`config.mk`:
```
export PLATFORM = sky130hd
export DESIGN_NAME = cds_front
export DESIGN_NICKNAME = d
export VERILOG_FILES = /design/src/rtl/cds_pkg.sv /design/src/rtl/cds_front.sv
export SDC_FILE = /design/constraint.sdc
export NUM_CORES = 1
export LEC_CHECK = 0
export ABC_AREA = 1
export CELL_PAD_IN_SITES_DETAIL_PLACEMENT = 1
export CELL_PAD_IN_SITES_GLOBAL_PLACEMENT = 2
export CORE_MARGIN = 2
export CORE_UTILIZATION = 47
export DETAILED_ROUTE_END_ITERATION = 16
export DONT_BUFFER_PORTS = 1
export PLACE_DENSITY_LB_ADDON = 0.05
export SYNTH_ARGS = -nofsm -noshare
export SYNTH_HDL_FRONTEND = slang
export SYNTH_SLANG_ARGS = --single-unit
export TNS_END_PERCENT = 1
```
`constraint.sdc`:
```
create_clock -name clk -period 12 [get_ports clk]
set_clock_uncertainty 0.05 [all_clocks]
set_input_delay 2.4 -clock clk [delete_from_list [all_inputs] [get_ports clk]]
set_output_delay 2.4 -clock clk [all_outputs]
set_load 0.02 [all_outputs]
```
`src/rtl/cds_pkg.sv`:
```
// types and constants of the circle duplicate suppression unit
// no dependencies; used by the front, core and top modules of the block
package cds_pkg;

    localparam int MAX_CIRCLES = 64;
    localparam int IDX_W = $clog2(MAX_CIRCLES);
    localparam int CNT_W = IDX_W + 1;
    localparam int QUEUE_DEPTH = 4;
    localparam int QPTR_W = $clog2(QUEUE_DEPTH);
    localparam logic [15:0] SPREAD_OFFSET = 16'd77;
    localparam logic [15:0] THRESH_RESET = 16'd52429;

    typedef struct packed {
        logic signed [15:0] center_x;
        logic signed [15:0] center_y;
        logic [15:0] radius;
        logic [15:0] point_count;
        logic [15:0] fit_spread;
    } circle_t;

    typedef struct packed {
        circle_t circle;
        logic    last;
    } item_t;

    // queue head offered to the back part
    typedef struct packed {
        logic  valid;
        item_t item;
    } queue_head_t;

endpackage

```
`src/rtl/cds_front.sv`:
```
// front part: takes circle beats and holds them in a short queue
// depends on cds_pkg
module cds_front
    import cds_pkg::*;
(
    input  logic        clk,
    input  logic        rst_n,
    input  logic        start,
    input  item_t       in_item,
    output logic        busy,
    output queue_head_t head,
    input  logic        pop
);

    item_t               fifo_reg [QUEUE_DEPTH];
    logic [QPTR_W-1:0]   wr_ptr_reg;
    logic [QPTR_W-1:0]   rd_ptr_reg;
    logic [QPTR_W:0]     fill_reg;
    logic                push;
    logic                do_pop;

    assign busy   = (fill_reg == (QPTR_W+1)'(QUEUE_DEPTH));
    assign push   = start && !busy;
    assign do_pop = pop && (fill_reg != '0);

    assign head.valid = (fill_reg != '0);
    assign head.item  = fifo_reg[rd_ptr_reg];

    always_ff @(posedge clk or negedge rst_n)
    begin
        if (!rst_n)
        begin
            wr_ptr_reg <= '0;
            rd_ptr_reg <= '0;
            fill_reg   <= '0;
        end
        else
        begin
            if (push)
                wr_ptr_reg <= wr_ptr_reg + 1'b1;
            if (do_pop)
                rd_ptr_reg <= rd_ptr_reg + 1'b1;
            if (push && !do_pop)
                fill_reg <= fill_reg + 1'b1;
            else if (do_pop && !push)
                fill_reg <= fill_reg - 1'b1;
        end
    end

    always_ff @(posedge clk)
    begin
        if (push)
            fifo_reg[wr_ptr_reg] <= in_item;
    end

endmodule

```
==> results.yml, run 1 <==
critical_path:
  r2r_setup_slack_ns: 8.85
  worstRegToRegCells: 5
  critPathKind: "flip-flop to output pin"
  crit_path_top_delay_cell: "buf_4"
  critPathRequiredTime_ns: 9.55
  cp.arrival_ns: 3.39
  crit_fanout: 211
  slowest_delay_ns: 0.97
  cp_cell_sequence: "inv_8 > buf_4 > nand2_1 > o211ai_1 > nand2_1"
  critPathLaunchType: "flip-flop"
  crit_buf_inv: 2
  cpLargestDelayFamily: "buffers and inverters"
  cp-end-kind: "output pin"
  cp_common_cell: "nand2_1"
  r2r_start: "fill_reg[0]$_DFFE_PN0P_"
  critPathLaunch: "rd_ptr_reg[0]$_DFFE_PN0P_"
  regToRegEndpoint: "fifo_reg[3][62]$_DFFE_PP_"
placed_design:
  portBuffers: 0
  place_hpwl_mm: 16.2
  gp_congestion: 0.679
  dp_slack_ns: 6.63
grt:
  grt_pass1_vias: 8130
  grt_pass1_wl_mm: 44.2
  grt_use_total_pct: 19.0
  grt_max_degree: 212
  overflow: 0
  use_met3_pct: 6.40
  grt-busiest-layer: "met2"
  grtUsageMet2_pct: 34.3
  grtUsageMet1_pct: 21.3
  antenna_found_initial: 0
sta:
  slew_violations: 0
  clock.fmax_mhz: 171
  fin_crit_sh_pct: 48.7
  fin_tns_setup_ns: 0
  fin_crit_ns: 5.84
  final-hold-violation-count: 0
  setup-violations-final: 0
  rsz0062_at_grt: "false"
  tightest_slew_ns: 1.24
  setup_ws_ns: 6.16
  slew-limit-headroom_pct: 17.3
synth:
  synth_adder_area_share_pct: 0.615
  async_flop_share_pct: 2.11
  synth-main-ff-cell: "edfxtp_1"
  syn_nets: 1096
  syn_avg_cell_area_sq_um: 13.4
  synth_top_family_by_area: "compound AO/OA/AOI/OAI gates"
  ys_ff_latch: 331
  synth-edff-count: 324
  synth_area_leaders: "edfxtp_1 72%, nand2_1 7.3%, o211ai_1 6.8%, inv_1 4.9%, o211ai_2 3.7%"
  synth_top_area_share_pct: 72.4
  netlist_instances: 1005
  synthSimpleGateAreaFrac_pct: 7.71
  synth_compound_area_share_pct: 10.6
  yosys.cell_types.count: 19
  synth_xor_area_share_pct: 0.0652
  synth_top_cell_by_area: "edfxtp_1"
  muxShareOfSynthArea_pct: 0
  yosysWarnings: 0
  syn_area_sq_um: 13400
  synth-seq-area-share_pct: 73.7
min_path:
  hp-class: "flip-flop to flip-flop"
  worstHoldStart: "fill_reg[2]$_DFFE_PN0P_"
  hold_path_depth: 2
  min_to: "fill_reg[2]$_DFFE_PN0P_"
route:
  viasPerCell: 5.25
  drc: 0
  ant_nets: 0
  num_vias: 7362
  dr.pass1.iters: 4
  post_drt_wl_per_cell_um: 20.2
  wirelength_mm: 28.3
  drt_iter0_markers: 271
clock_tree:
  htree_levels: 2
  cts_setup_buffers: 0
  clk_pin_slew_worst_paths_ns: 0.05
  cts_tree: "yes"
  clock_latency_ns: 0.51
  cts-root-buf: "clkbuf_16"
  cts_resized: 0
  clock-sinks: 331
  cts_buffers: 37
  holdBufCountCts: 0
  clk_path_buf_depth: 3
flow_run:
  drv_cap: 0
layout:
  finish.utilization_pct: 53.0
  diodes: 0
  drive_above_1_share_pct: 9.58
  fill_cells: 2754
  largest_register_ffs: 324
  layout_common_cells: "324 x edfxtp_1, 261 x nand2_1, 176 x inv_1"
  area_growth_pct: 10.1
  final_nets: 1089
  final_common_cell: "edfxtp_1"
pwr:
  power_per_cell_area_nw_per_um2: 262
  ir_worst_vdd_mv: 0.193
  power.leakage_uw: 0.00568
floorplanning:
  row_count: 61
  io_pins: 168
  die_y_um: 173
  dieArea_sq_um: 29900
  fp.dieW_um: 173
  core_sq_um: 27900
  start_util_pct: 48.1
run_status:
  status: "finished clean"
==> worst max path at each step <==
stage | to | slack [ns] | cells past startpoint
2_1_floorplan | fifo_reg[0][0]$_DFFE_PP_ | 5.51 | 2
3_3_place_gp | head[37] | 6.87 | 5
3_5_place_dp | head[38] | 6.63 | 5
4_1_cts | head[55] | 6.06 | 5
5_1_grt | head[38] | 5.76 | 5
6_report | head[55] | 6.16 | 5
==> worst reg2reg max path: stages (launching register included) <==
cell and delay [ns]:
dfrtp_1 0.42, inv_1 0.09, nand3_1 0.15, nand2_1 0.31, nor2_4 0.86, buf_4 0.78
==> power breakdown <==
part / total, uW / internal [uW] / leakage [uW] / switching [uW]
clock: 1030 / 610 / 0.000539 / 417
sequential: 1590 / 1530 / 0.00305 / 61.1
combinational: 1260 / 261 / 0.00209 / 999
==> synth_stat cells, types with 4 or more instances <==
| library cell | n |
|---|---|
| ha_1 | 5 |
| buf_6 | 13 |
| o211ai_2 | 40 |
| clkbuf_1 | 26 |
| o211ai_1 | 122 |
| edfxtp_1 | 324 |
| inv_1 | 177 |
| buf_2 | 9 |
| nor2_1 | 4 |
| nand3_1 | 7 |
| buf_1 | 4 |
| dfrtp_1 | 7 |
| nand2_1 | 261 |
==> logic make-up after synthesis <==
| kind of cell | after synthesis |
|---|---|
| buffers and inverters | 231 |
| AND/OR/NAND/NOR | 273 |
| adder cells (fa/ha/maj) | 6 |
| AO/OA/AOI/OAI | 163 |
| XOR/XNOR | 1 |
| flip-flops | 331 |
==> through the flow <==
stage	power [uW]	hold WS, ns	instances	cell area [sq um]
floorplan	2650	0.413	1005	13400
global placement	2840	0.429	1337	13700
detailed placement	2900	0.451	1337	13700
CTS	3940	0.463	1401	14800
global route	4100	0.480	1401	14800
finish	3870	0.460	1401	14800
==> per-layer routing <==
metal | vias up | wire length (um)
met5 | - | 0
met4 | 0 | 523
met2 | 151 | 14500
met3 | 46 | 1960
met1 | 3683 | 11300
li1 | 3482 | -
==> final cells by class <==
class	count	area, sq um	area share, %
multi-input cells	443	2580	17.4
well taps	378	473	3.20
flip-flops and latches	331	9910	67.0
inverters	178	678	4.58
repair buffers	7	52.6	0.355
clock buffers	47	1010	6.80
clock inverters	17	98.8	0.668
Power figures use the tool's default switching activity.
==> run 2: changes to the inputs <==
Settings changed: CORE_UTILIZATION 47 to 44.
Clock period 12 ns to 5.9 ns, I/O delays scaled along.
==> results.yml, run 2 (same netlist as run 1, synthesis figures left out) <==
sta:
  rsz0062_at_grt: "false"
  slew-limit-headroom_pct: 21.1
  final-hold-violation-count: 0
  slew_violations: 0
  fin_crit_sh_pct: 69.7
  fin_tns_setup_ns: 0
  setup-violations-final: 0
  fin_crit_ns: 4.11
  tightest_slew_ns: 1.18
  clock.fmax_mhz: 243
pwr:
  ir_worst_vdd_mv: 0.364
  combPwrFrac_pct: 31.9
  internal_power_uw: 4950
  power.leakage_uw: 0.00574
  p_sw_share_pct: 37.8
  power_switching_uw: 3010
  power_per_cell_area_nw_per_um2: 533
  power_frac_seq_pct: 40.7
  clkPwrFrac_pct: 27.4
floorplanning:
  die_y_um: 179
  row_count: 63
  start_util_pct: 45.0
  dieArea_sq_um: 31900
  fp.dieW_um: 179
  core_sq_um: 29900
  io_pins: 168
route:
  viasPerCell: 5.22
  wirelength_mm: 28.1
  route.met3.wl_mm: 1.72
  met2_length_mm: 14.3
  dr.pass1.iters: 6
  ant_nets: 0
  maxUsedRoutingLayer: "met4"
  drc: 0
  num_vias: 7408
  drt_iter0_markers: 340
  drt-met1-wl_mm: 11.4
  post_drt_wl_per_cell_um: 19.8
layout:
  final_common_cell: "edfxtp_1"
  drive_above_1_share_pct: 11.0
  diodes: 0
  area_growth_pct: 11.1
  largest_register_ffs: 324
  final_nets: 1093
  layout_common_cells: "324 x edfxtp_1, 261 x nand2_1, 176 x inv_1"
  final_cells: 1419
  fill_cells: 2934
clock_tree:
  cts_resized: 0
  holdBufCountCts: 0
  cts-root-buf: "clkbuf_16"
  clock_latency_ns: 0.51
  clock-sinks: 331
  clk_path_buf_depth: 3
  cts_buffers: 37
  htree_levels: 2
  cts_setup_buffers: 0
  clk_pin_slew_worst_paths_ns: 0.06
  cts_tree: "yes"
placed_design:
  gp_congestion: 0.698
  place_hpwl_mm: 16.4
  placed_cells: 1353
  portBuffers: 0
grt:
  grt_pass1_vias: 7876
  grt_max_degree: 197
  grt_use_total_pct: 17.7
  overflow: 0
  grt_pass1_wl_mm: 42.7
  antenna_found_initial: 0
critical_path:
  cpLargestDelayFamily: "buffers and inverters"
  cp-end-kind: "output pin"
  cp.arrival_ns: 2.88
  slowest_delay_ns: 0.72
  r2r_start: "fill_reg[0]$_DFFE_PN0P_"
  critPathLaunchType: "flip-flop"
  critPathKind: "flip-flop to output pin"
  critPathLaunch: "rd_ptr_reg[0]$_DFFE_PN0P_"
  cp_cell_sequence: "inv_8 > buf_12 > nand2_1 > o211ai_1 > nand2_1"
  critPathRequiredTime_ns: 4.67
  r2r_setup_slack_ns: 3.11
  crit_cells: 5
  worstRegToRegCells: 5
  crit_buf_inv: 2
  crit_path_top_delay_cell: "inv_8"
  crit_fanout: 196
  cp_common_cell: "nand2_1"
run_status:
  status: "finished clean"
min_path:
  hp-class: "input pin to async pin"
flow_run:
  drv_cap: 0
## run 2: cell count changes in the layout (fill, tap and decap cells not counted)
| cell | previous run | this run |
|---|---|---|
| clkbuf_1 | 8 | 7 |
| bufinv_16 | 1 | 2 |
| clkinv_1 | 12 | 4 |
| buf_12 | 0 | 2 |
| clkinvlp_4 | 0 | 3 |
| inv_6 | 1 | 2 |
| clkinv_2 | 3 | 8 |
| buf_4 | 7 | 9 |
| clkinv_4 | 0 | 1 |
## run 2: power by group through the flow
stage	clock network, uW	logic, uW	registers [uW]
2_1_floorplan	0	2100	3280
3_3_place_gp	0	2530	3260
3_5_place_dp	0	2620	3290
4_1_cts	2240	2630	3250
5_1_grt	2330	2820	3280
6_report	2180	2540	3240
## run 2: layout make-up
| type | instances | area, sq um | area share, % |
|---|---|---|---|
| Clock inverter | 20 | 164 | 1.10 |
| Multi-Input combinational cell | 443 | 2580 | 17.3 |
| Tap cell | 390 | 488 | 3.27 |
| Clock buffer | 46 | 1000 | 6.71 |
| Sequential cell | 331 | 9910 | 66.4 |
| Timing Repair Buffer | 11 | 108 | 0.721 |
| Inverter | 178 | 678 | 4.54 |
## run 2: per-layer routing
layer  up-vias  track usage, %
met4         0            5.66
met2       158            31.6
met3        50            4.88
li1       3490               -
met1      3710            20.8
met5         -               0
## run 2: final timing paths
kind / endpoint
min in group clk: fill_reg[2]$_DFFE_PN0P_
worst max-delay path: head[61]
max in group asynchronous: rd_ptr_reg[1]$_DFFE_PN0P_
worst min register to register: fill_reg[2]$_DFFE_PN0P_
worst max register to register: fifo_reg[1][56]$_DFFE_PP_
worst min-delay path: rd_ptr_reg[0]$_DFFE_PN0P_
## run 2: through the flow
stage               setup slack [ns]  hold WS [ns]  area [sq um]  power [uW]  util [%]
finish                          1.79         0.314         14900        7960      50.0
global route                    1.57         0.287         14900        8430      50.0
CTS                             1.84         0.287         14900        8120      50.0
detailed placement              2.41         0.475         13800        5920      46.1
global placement                2.50         0.424         13800        5790      46.1
floorplan                      0.627         0.413         13400        5380         -
## run 2: worst reg2reg max path: cells and delay by family (launching register included)
| family | cells | cell delay (ns) |
|---|---|---|
| buf+inv | 2 | 0.48 |
| flops | 1 | 0.43 |
| simple gates | 3 | 1.43 |
==> run 3: changes to the inputs <==
Clock period 5.9 ns to 3.9 ns, I/O delays scaled along.
==> results.yml, run 3 (same netlist as run 1, synthesis figures left out) <==
run_status:
  status: "finished clean"
sta:
  slew_violations: 0
  setup-violations-final: 0
  fin_crit_sh_pct: 82.4
  rsz0062_at_grt: "false"
  clock.fmax_mhz: 311
  fin_tns_setup_ns: 0
  tightest_slew_ns: 0.829
  slew-limit-headroom_pct: 44.6
  final-hold-violation-count: 0
  fin_crit_ns: 3.21
placed_design:
  gp_congestion: 0.721
  place_hpwl_mm: 17.5
  portBuffers: 0
critical_path:
  critPathLaunchType: "flip-flop"
  cpLargestDelayFamily: "buffers and inverters"
  cp.arrival_ns: 2.38
  crit_path_top_delay_cell: "buf_4"
  slowest_delay_ns: 0.52
  critPathRequiredTime_ns: 3.07
  cp-end-kind: "output pin"
  r2r_setup_slack_ns: 1.58
  r2r_start: "fill_reg[0]$_DFFE_PN0P_"
  regToRegEndpoint: "fifo_reg[2][19]$_DFFE_PP_"
  cp_cell_sequence: "inv_8 > buf_4 > nand2_1 > o211ai_1 > nand2_1"
  cp_common_cell: "nand2_1"
  critPathKind: "flip-flop to output pin"
  worstRegToRegCells: 5
  crit_fanout: 109
  crit_buf_inv: 2
clock_tree:
  cts_tree: "yes"
  clock-sinks: 331
  htree_levels: 2
  cts-root-buf: "clkbuf_16"
  clk_pin_slew_worst_paths_ns: 0.06
  clk_path_buf_depth: 3
  clock_latency_ns: 0.50
  cts_resized: 0
  cts_buffers: 37
route:
  post_drt_wl_per_cell_um: 19.7
  viasPerCell: 5.20
  num_vias: 7413
  wirelength_mm: 28.1
  dr.pass1.iters: 4
  drc: 0
  drt_iter0_markers: 392
  ant_nets: 0
floorplanning:
  start_util_pct: 45.0
  io_pins: 168
  fp.dieW_um: 179
  core_sq_um: 29900
  die_y_um: 179
  dieArea_sq_um: 31900
  row_count: 63
pwr:
  power_frac_seq_pct: 41.8
  combPwrFrac_pct: 32.8
  clkPwrFrac_pct: 25.4
  p_sw_share_pct: 38.1
  power_uw: 11800
  internal_power_uw: 7300
  power.leakage_uw: 0.00573
  ir_worst_vdd_mv: 0.501
  power_per_cell_area_nw_per_um2: 791
  power_switching_uw: 4500
grt:
  antenna_found_initial: 1
  grt_pass1_vias: 7973
  grt_pass1_wl_mm: 43.5
  overflow: 0
  grt_use_total_pct: 18.1
  grt_max_degree: 110
layout:
  finish.utilization_pct: 49.9
  multi_input_area_sq_um: 2580
  drive_above_1_share_pct: 10.3
  final-seq-area_sq_um: 9910
  final_nets: 1102
  area_growth_pct: 11.0
  final_common_cell: "edfxtp_1"
  fill_cells: 2985
  layout_common_cells: "324 x edfxtp_1, 261 x nand2_1, 176 x inv_1"
  largest_register_ffs: 324
min_path:
  min_to: "fifo_reg[0][44]$_DFFE_PP_"
  hp-class: "input pin to flip-flop"
  worstHoldStart: "in_item[44]"
  hold_path_depth: 0
flow_run:
  drv_cap: 0
run 3: metal layers:
layer / vias to the layer above / wire length (um) / part of all wire (%) / track usage [%]
met3: 57 / 2040 / 7.3 / 5.68
met5: - / 0 / 0 / 0
met2: 156 / 14100 / 50 / 31.6
met4: 0 / 776 / 2.8 / 6.10
li1: 3504 / - / - / -
met1: 3696 / 11200 / 40 / 21.0
run 3: through the flow:
stage                     std cells  setup WS, ns  instance area, sq um  hold slack (ns)
after floorplan                1005        -0.974                 13400            0.413
after global placement         1361          1.16                 13900            0.432
after detailed placement       1361          1.13                 13900            0.435
after CTS                      1424         0.576                 14900            0.292
after global routing           1425         0.484                 14900            0.295
final                          1425         0.688                 14900            0.313
run 3: worst max-delay path by stage:
stage	start	end	cells after the start
global placement	rd_ptr_reg[1]$_DFFE_PN0P_	head[63]	4
finish	rd_ptr_reg[0]$_DFFE_PN0P_	head[7]	5
detailed placement	rd_ptr_reg[1]$_DFFE_PN0P_	head[63]	3
CTS	rd_ptr_reg[1]$_DFFE_PN0P_	head[63]	3
floorplan	start	fifo_reg[0][0]$_DFFE_PP_	2
global route	rd_ptr_reg[0]$_DFFE_PN0P_	head[79]	5
run 3: cell type report:
class | count | area share (%)
Tap cell | 390 | 3.27
Multi-Input combinational cell | 443 | 17.3
Inverter | 178 | 4.55
Timing Repair Buffer | 20 | 1.53
Clock inverter | 16 | 0.436
Clock buffer | 46 | 6.44
Sequential cell | 331 | 66.5
Antenna cell | 1 | 0.0168
run 3: power by group through the flow:
stage | Combinational (uW) | Clock, uW | Sequential [uW]
2_1_floorplan | 3170 | 0 | 4970
3_5_place_dp | 3980 | 0 | 5020
5_1_grt | 4310 | 3210 | 5000
3_3_place_gp | 3870 | 0 | 4980
4_1_cts | 4000 | 3090 | 4950
6_report | 3870 | 2990 | 4930
run 3: what timing repair did:
item                                    CTS  global route
endpoints found under the setup margin    0             0
buffers inserted                          0             0
hold buffers                              1             0
hold endpoints to repair                  7             0
